--- src/hdl/block_table_bit_memory_allocator_assert.svh ---
// Assertion macros for the block table bit memory allocator.
// Depends on a clock named clk and an active-low reset named rst_n in the using scope.
`ifndef BLOCK_TABLE_BIT_MEMORY_ALLOCATOR_ASSERT_SVH
`define BLOCK_TABLE_BIT_MEMORY_ALLOCATOR_ASSERT_SVH

// Same-cycle implication, checked outside reset.
`define BTA_ASSERT_NOW(label, ante, cons, msg) \
  label: assert property (@(posedge clk) disable iff (!rst_n) (ante) |-> (cons)) \
    else $error(msg);

// Next-cycle implication, checked outside reset.
`define BTA_ASSERT_NEXT(label, ante, cons, msg) \
  label: assert property (@(posedge clk) disable iff (!rst_n) (ante) |=> (cons)) \
    else $error(msg);

`endif

--- src/hdl/btbma_pkg.sv ---
// Package for the block table bit memory allocator: sizes, codes, transaction types.
// No dependencies.
`default_nettype none

package btbma_pkg;

  localparam int MEM_BITS   = 1024;
  localparam int MAX_BLOCKS = 16;

  localparam int ADDR_W = $clog2(MEM_BITS);
  localparam int LEN_W  = ADDR_W + 1;
  localparam int SUM_W  = LEN_W + 1;
  localparam int IDX_W  = $clog2(MAX_BLOCKS);
  localparam int CNT_W  = $clog2(MAX_BLOCKS + 1);

  typedef enum logic [1:0] {
    MODE_ALLOC = 2'd0,
    MODE_FREE  = 2'd1,
    MODE_WRITE = 2'd2,
    MODE_READ  = 2'd3
  } mode_t;

  typedef enum logic [1:0] {
    ST_OK   = 2'd0,
    ST_MISS = 2'd1,
    ST_FULL = 2'd2
  } status_t;

  typedef enum logic [2:0] {
    S_CLEAR,
    S_IDLE,
    S_LAST,
    S_SCAN,
    S_ZERO,
    S_SHIFT,
    S_READ
  } state_t;

  typedef struct packed {
    mode_t              mode;
    logic [ADDR_W-1:0]  address;
    logic [LEN_W-1:0]   length;
    logic               bit_value;
  } in_item_t;

  typedef struct packed {
    logic [ADDR_W-1:0]  granted_address;
    logic               read_bit;
    status_t            status;
  } out_item_t;

endpackage

`default_nettype wire

--- src/hdl/block_table_bit_memory_allocator.sv ---
// Allocate appends after the last live block; write/read walk the table one entry per cycle;
// free walks the table to the block, clears its bits one per cycle, then closes the gap one
// entry per cycle. One transaction at a time: busy stays high until its result is issued.
// Reset: synchronous, active low; afterwards a clearing pass zeroes all MEM_BITS (1024) bits of
// the bit memory with busy high. Results appear for one cycle on out_valid; no stall.
// Depends on btbma_pkg and block_table_bit_memory_allocator_assert.svh.
`default_nettype none

`include "block_table_bit_memory_allocator_assert.svh"

module block_table_bit_memory_allocator
  import btbma_pkg::*;
(
  input  wire logic      clk,
  input  wire logic      rst_n,
  input  wire logic      start,
  output logic           busy,
  input  wire in_item_t  in_data,
  output logic           out_valid,
  output out_item_t      out_data
);

  // Control state
  state_t            state_r, state_nxt;
  logic [CNT_W-1:0]  cnt_r, cnt_nxt;        // live entries, always a prefix of the table
  logic [CNT_W-1:0]  idx_r, idx_nxt;        // table walk position
  logic [ADDR_W-1:0] ptr_r, ptr_nxt;        // bit pointer for clearing
  logic              out_valid_r, out_valid_nxt;

  // Payload registers
  in_item_t          req_r, req_nxt;
  logic [SUM_W-1:0]  end_r, end_nxt;
  out_item_t         out_r, out_nxt;

  // Block table and bit memory
  logic [ADDR_W-1:0] tab_start_r [MAX_BLOCKS];
  logic [LEN_W-1:0]  tab_len_r   [MAX_BLOCKS];
  logic              bit_mem     [MEM_BITS];
  logic              rdata_r;

  // Write ports
  logic              tab_we;
  logic [IDX_W-1:0]  tab_waddr;
  logic [ADDR_W-1:0] tab_wstart;
  logic [LEN_W-1:0]  tab_wlen;
  logic              mem_we;
  logic [ADDR_W-1:0] mem_waddr;
  logic              mem_wdata;

  // Shared compare unit over the table entry at idx_r
  logic [ADDR_W-1:0] tab_s;
  logic [LEN_W-1:0]  tab_l;
  logic [SUM_W-1:0]  tab_end;
  logic [SUM_W-1:0]  alloc_base;
  logic [SUM_W-1:0]  alloc_top;
  logic [SUM_W-1:0]  req_addr_ext;
  logic              alloc_ok;
  logic              hit_rw;
  logic              hit_free;
  logic              scan_end;
  logic              zero_last;
  logic              clear_last;

  assign tab_s        = tab_start_r[idx_r[IDX_W-1:0]];
  assign tab_l        = tab_len_r[idx_r[IDX_W-1:0]];
  assign tab_end      = SUM_W'(tab_s) + SUM_W'(tab_l);
  assign alloc_base   = (cnt_r == '0) ? '0 : tab_end;
  assign alloc_top    = alloc_base + SUM_W'(req_r.length);
  assign alloc_ok     = (cnt_r != CNT_W'(MAX_BLOCKS)) && (req_r.length != '0) &&
                        (alloc_top <= SUM_W'(MEM_BITS));
  assign req_addr_ext = SUM_W'(req_r.address);
  assign hit_rw       = (req_addr_ext >= SUM_W'(tab_s)) && (req_addr_ext < tab_end);
  assign hit_free     = (tab_s == req_r.address);
  assign scan_end     = (idx_r == cnt_r);
  assign zero_last    = ((SUM_W'(ptr_r) + SUM_W'(1)) == end_r);
  assign clear_last   = (ptr_r == ADDR_W'(MEM_BITS - 1));

  assign busy      = (state_r != S_IDLE);
  assign out_valid = out_valid_r;
  assign out_data  = out_r;

  // Next state
  always_comb begin
    state_nxt = state_r;
    unique case (state_r)
      S_CLEAR: begin
        if (clear_last) state_nxt = S_IDLE;
      end
      S_IDLE: begin
        if (start) state_nxt = (in_data.mode == MODE_ALLOC) ? S_LAST : S_SCAN;
      end
      S_LAST: state_nxt = S_IDLE;
      S_SCAN: begin
        if (scan_end) begin
          state_nxt = S_IDLE;
        end else if (req_r.mode == MODE_FREE) begin
          if (hit_free) state_nxt = S_ZERO;
        end else if (hit_rw) begin
          state_nxt = (req_r.mode == MODE_READ) ? S_READ : S_IDLE;
        end
      end
      S_ZERO: begin
        if (zero_last) state_nxt = S_SHIFT;
      end
      S_SHIFT: begin
        if (idx_r >= cnt_r) state_nxt = S_IDLE;
      end
      S_READ: state_nxt = S_IDLE;
      default: state_nxt = S_IDLE;
    endcase
  end

  // Datapath and outputs
  always_comb begin
    cnt_nxt       = cnt_r;
    idx_nxt       = idx_r;
    ptr_nxt       = ptr_r;
    req_nxt       = req_r;
    end_nxt       = end_r;
    out_valid_nxt = 1'b0;
    out_nxt       = out_r;
    tab_we        = 1'b0;
    tab_waddr     = cnt_r[IDX_W-1:0];
    tab_wstart    = alloc_base[ADDR_W-1:0];
    tab_wlen      = req_r.length;
    mem_we        = 1'b0;
    mem_waddr     = ptr_r;
    mem_wdata     = 1'b0;
    unique case (state_r)
      S_CLEAR: begin
        // Sweep the bit memory to zero, one entry per cycle
        mem_we  = 1'b1;
        ptr_nxt = ptr_r + ADDR_W'(1);
      end
      S_IDLE: begin
        if (start) begin
          req_nxt = in_data;
          idx_nxt = (in_data.mode == MODE_ALLOC) ? cnt_r - CNT_W'(1) : '0;
        end
      end
      S_LAST: begin
        // Append after the last live block
        out_valid_nxt = 1'b1;
        out_nxt       = '0;
        if (alloc_ok) begin
          tab_we                  = 1'b1;
          cnt_nxt                 = cnt_r + CNT_W'(1);
          out_nxt.granted_address = alloc_base[ADDR_W-1:0];
          out_nxt.status          = ST_OK;
        end else begin
          out_nxt.status = ST_FULL;
        end
      end
      S_SCAN: begin
        if (scan_end) begin
          out_valid_nxt  = 1'b1;
          out_nxt        = '0;
          out_nxt.status = ST_MISS;
        end else if (req_r.mode == MODE_FREE) begin
          if (hit_free) begin
            ptr_nxt = tab_s;
            end_nxt = tab_end;
          end
          idx_nxt = idx_r + CNT_W'(1);
        end else if (hit_rw) begin
          if (req_r.mode == MODE_WRITE) begin
            mem_we         = 1'b1;
            mem_waddr      = req_r.address;
            mem_wdata      = req_r.bit_value;
            out_valid_nxt  = 1'b1;
            out_nxt        = '0;
            out_nxt.status = ST_OK;
          end
        end else begin
          idx_nxt = idx_r + CNT_W'(1);
        end
      end
      S_ZERO: begin
        // Clear the freed block's bits
        mem_we  = 1'b1;
        ptr_nxt = ptr_r + ADDR_W'(1);
      end
      S_SHIFT: begin
        // Pull later entries down one slot to close the gap
        if (idx_r < cnt_r) begin
          tab_we     = 1'b1;
          tab_waddr  = IDX_W'(idx_r - CNT_W'(1));
          tab_wstart = tab_s;
          tab_wlen   = tab_l;
          idx_nxt    = idx_r + CNT_W'(1);
        end else begin
          cnt_nxt        = cnt_r - CNT_W'(1);
          out_valid_nxt  = 1'b1;
          out_nxt        = '0;
          out_nxt.status = ST_OK;
        end
      end
      S_READ: begin
        out_valid_nxt    = 1'b1;
        out_nxt          = '0;
        out_nxt.read_bit = rdata_r;
        out_nxt.status   = ST_OK;
      end
      default: ;
    endcase
  end

  // Control registers
  always_ff @(posedge clk) begin
    if (!rst_n) begin
      state_r     <= S_CLEAR;
      cnt_r       <= '0;
      idx_r       <= '0;
      ptr_r       <= '0;
      out_valid_r <= 1'b0;
    end else begin
      state_r     <= state_nxt;
      cnt_r       <= cnt_nxt;
      idx_r       <= idx_nxt;
      ptr_r       <= ptr_nxt;
      out_valid_r <= out_valid_nxt;
    end
  end

  // Payload registers
  always_ff @(posedge clk) begin
    req_r <= req_nxt;
    end_r <= end_nxt;
    out_r <= out_nxt;
  end

  // Block table write port
  always_ff @(posedge clk) begin
    if (tab_we) begin
      tab_start_r[tab_waddr] <= tab_wstart;
      tab_len_r[tab_waddr]   <= tab_wlen;
    end
  end

  // Bit memory: one write port, one registered read at the held request address
  always_ff @(posedge clk) begin
    if (mem_we) bit_mem[mem_waddr] <= mem_wdata;
    rdata_r <= bit_mem[req_r.address];
  end

  `BTA_ASSERT_NOW(a_cnt_range, 1'b1, cnt_r <= CNT_W'(MAX_BLOCKS), "live count above table size")
  `BTA_ASSERT_NEXT(a_strobe_single, out_valid_r, !out_valid_r, "result strobe held two cycles")
  `BTA_ASSERT_NOW(a_zero_bound, state_r == S_ZERO, SUM_W'(ptr_r) < end_r, "clear past block end")
  `BTA_ASSERT_NEXT(a_alloc_count, (state_r == S_LAST) && alloc_ok, cnt_r == $past(cnt_r) + CNT_W'(1), "allocate did not add entry")

endmodule

`default_nettype wire
--- config.mk ---
export PLATFORM = sky130hd
export DESIGN_NAME = block_table_bit_memory_allocator
export DESIGN_NICKNAME = d
export VERILOG_FILES = /design/src/hdl/btbma_pkg.sv /design/src/hdl/block_table_bit_memory_allocator.sv
export VERILOG_INCLUDE_DIRS = /design/src /design/src/hdl
export SDC_FILE = /design/constraint.sdc
export NUM_CORES = 2
export LEC_CHECK = 0
export BUFFER_PORTS_ARGS = -buffer_cell sky130_fd_sc_hd__buf_2
export CAP_MARGIN = 20
export CORE_MARGIN = 2
export CORE_UTILIZATION = 67
export CTS_BUF_LIST = sky130_fd_sc_hd__clkbuf_4
export DETAILED_ROUTE_END_ITERATION = 6
export PLACE_DENSITY_LB_ADDON = 0.1
export SLEW_MARGIN = 0
export SYNTH_ARGS = -nofsm -noshare
export SYNTH_HDL_FRONTEND = slang
export SYNTH_SLANG_ARGS = --single-unit
--- constraint.sdc ---
create_clock -name clk -period 65.3 [get_ports clk]
set_input_delay 3.265 -clock clk [delete_from_list [all_inputs] [get_ports clk]]
set_output_delay 3.265 -clock clk [all_outputs]
set_load 0.01 [all_outputs]
==> out/metrics.cfg <==
[clock_tree]
cts.clk_slew.worst_paths_ns=0.06
cts_resized=0
cts_buffers=370
postCtsHoldBufs=0
clock_sinks=1438
h-tree-depth=5
clk_latency_ns=1.23
post_cts_buffers=0
cts-root-buf=clkbuf_4
cts_tree=built
cts_buffer_depth=4

[finish]
finalNetCount=4991
area_growth_pct=8.18
stdcell_area_um2=72700
stdcell_count=6452
drive_gt1_share_pct=23.0
nFillCells=6509

[critical_path]
worstPathMaxFanout=311
end_kind=register
cp.arrival_ns=10.38
cp.required_ns=66.09
path_class=register to register
start_kind=register

[global_routing]
grtUsageMet3_pct=8.48
use_met1_pct=45.4
use_met2_pct=52.9
grt_max_degree=312
track_usage_pct=33.5
grt_pass1_wl_um=254000
antenna_found_initial=5
grt.busiest_layer=met2
grt_overflow=0
grt_pass1_vias=42400

[synth]
yosysSeqAreaShare_pct=63.8
ys_types=79
synth_edf_count=1409
synth_most_common_cell=nor2_1
synthCells=4737
netlist_area_um2=67200
yosysWarnings=0
ys.flop_type=edfxtp_1
synth_nets=4816
syn_area_per_cell_um2=14.2
synth_top_cell_area_share_pct=63.0
ys_ff_latch=1438
netlist.top_cell.by_area=edfxtp_1
ys_top_cells_by_count=nor2_1, edfxtp_1, mux4_2
yosys-top-cells-area=edfxtp_1, mux4_2, nor2_1
synth-async-reset-ratio_pct=0

[power]
fin_total_pwr_mw=1.78
p_int_mw=1.40
vdd_drop_max_mv=0.0216
power_density_nw_per_um2=24.4
power_frac_clock_pct=42.2
p_leak_nw=24.4
pwr-share-comb_pct=1.6
power_switching_mw=0.378
p_sw_share_pct=21.3
pwr-share-seq_pct=56.2

[floorplan]
core_area_um2=99700
fp.dieH_um=321
die_w_um=321
initial_core_util_pct=67.4
io_pins=42
rows=116
die_area_um2=103000

[placed_design]
placed_area_um2=68200
place.gp.congestion=0.876
dp_cells=5835
hpwl_um=93200
numPortBuffers=41
dp_slack_ns=55.90

[detailed_routing]
vias=42400
wirelength_um=170000
drtPass1Iterations=6
wire_per_inst_um=26.3
drt_drc_violations_left=0
drt_iter0_drc=5546
vias_per_cell=6.57
ant_nets=0

[timing]
final_hold_viol_count=0
min_period_over_period_pct=14.7
finClkSkew_ns=0.0980
slew_headroom_pct=15.7
rsz0062_at_grt=false
setup_ws_ns=55.70
drv_slew=0
clock.fmax_mhz=104
worst_slew_pin_slew_ns=1.26
setup_viol=0
min_period_ns=9.60
finalSetupTns_ns=0

[job]
maxCapViolCount=0

[status]
status=finished clean

[min_path]
hold_path_class=register to register

[power groups by stage]
stage | registers [mW] | clock network, mW | logic, mW
finish | 0.998 | 0.750 | 0.0278
global route | 0.997 | 0.807 | 0.0287
CTS | 0.998 | 0.759 | 0.0275
detailed placement | 1.02 | 0 | 0.0275
global placement | 1.02 | 0 | 0.0275
floorplan | 1.02 | 0 | 0.0199
[layout make-up]
| type | count | area (µm²) | share of cell area (%) |
|---|---|---|---|
| inverters | 46 | 173 | 0.238 |
| repair buffers | 137 | 1020 | 1.40 |
| diodes | 4 | 10.0 | 0.0138 |
| well taps | 1298 | 1620 | 2.23 |
| multi-input cells | 2919 | 22500 | 30.9 |
| clock inverters | 58 | 338 | 0.465 |
| flip-flops and latches | 1438 | 42900 | 59.0 |
| clock buffers | 552 | 4140 | 5.70 |
[critical path, cell delays in order (launching register included)]
cell and delay, ns:
dfxtp_4 0.58, buf_4 0.75, mux4_2 0.61, mux4_2 0.50, ha_1 0.27, fa_1 0.47, a21o_1 0.21, a21oi_1 0.23
o21bai_1 0.09, a21oi_1 0.22, o21bai_1 0.09, a21oi_1 0.18, xnor2_1 0.30, ha_1 0.33, o21a_1 0.19, nor2_1 0.27
o32a_4 0.29, and3_4 0.64, buf_4 0.79, buf_4 0.96, buf_12 0.73
[registers in the layout, summed over array words and instances, names as in the netlist, 5 cells and up, named ones only]
register,cells
req_addr_ext,10
tab_start_r,160
cnt_r,5
ptr_r,10
out_data,13
tab_len_r,176
req_r,14
end_r,12
bit_mem,1024
idx_r,5
[routing by layer]
layer,vias to the layer above,part of all wire [%]
li1,18100,-
met1,21300,37
met2,2575,48
met3,422,12
met4,2,3.5
met5,-,0.028
[metrics by stage]
stage	utilization, %	hold WS, ns
after global placement	68.3	0.466
after detailed placement	68.4	0.499
after global routing	72.9	0.523
after floorplan	-	0.451
after CTS	72.9	0.506
final	72.9	0.502
[final timing paths]
path	startpoint	endpoint	slack (ns)	cells after the start
worst max-delay path	register	bit_mem[397]$_DFFE_PP_	55.70	20
worst min-delay path	cnt_r[4]$_SDFFE_PN0P_	cnt_r[4]$_SDFFE_PN0P_	0.50	2
worst max register to register	register	bit_mem[397]$_DFFE_PP_	55.70	20
worst min register to register	cnt_r[4]$_SDFFE_PN0P_	cnt_r[4]$_SDFFE_PN0P_	0.50	2
[cell families after synthesis]
| family | count (synthesis) | share of synthesized area, % |
|---|---|---|
| AO/OA/AOI/OAI | 220 | 2.30 |
| XOR/XNOR | 35 | 0.456 |
| adder cells (fa/ha/maj) | 52 | 0.991 |
| buffers and inverters | 380 | 2.92 |
| flip-flops | 1438 | 63.8 |
| multiplexers | 703 | 18.2 |
| AND/OR/NAND/NOR | 1909 | 11.3 |
[cell usage in the layout (no fill, tap or decap), types with 39 or more instances in the layout]
cell type / Yosys / layout
edfxtp_1: 1409 / 1409
mux2i_1: 271 / 271
o21ai_0: 42 / 39
ha_1: 50 / 50
buf_4: 66 / 89
nor2_1: 1580 / 1575
buf_2: 73 / 41
clkinv_1: 2 / 42
inv_1: 44 / 44
mux4_2: 413 / 413
a21oi_1: 47 / 47
nand2_1: 138 / 136
clkbuf_4: 0 / 552
(Power assumes the default switching activity.)
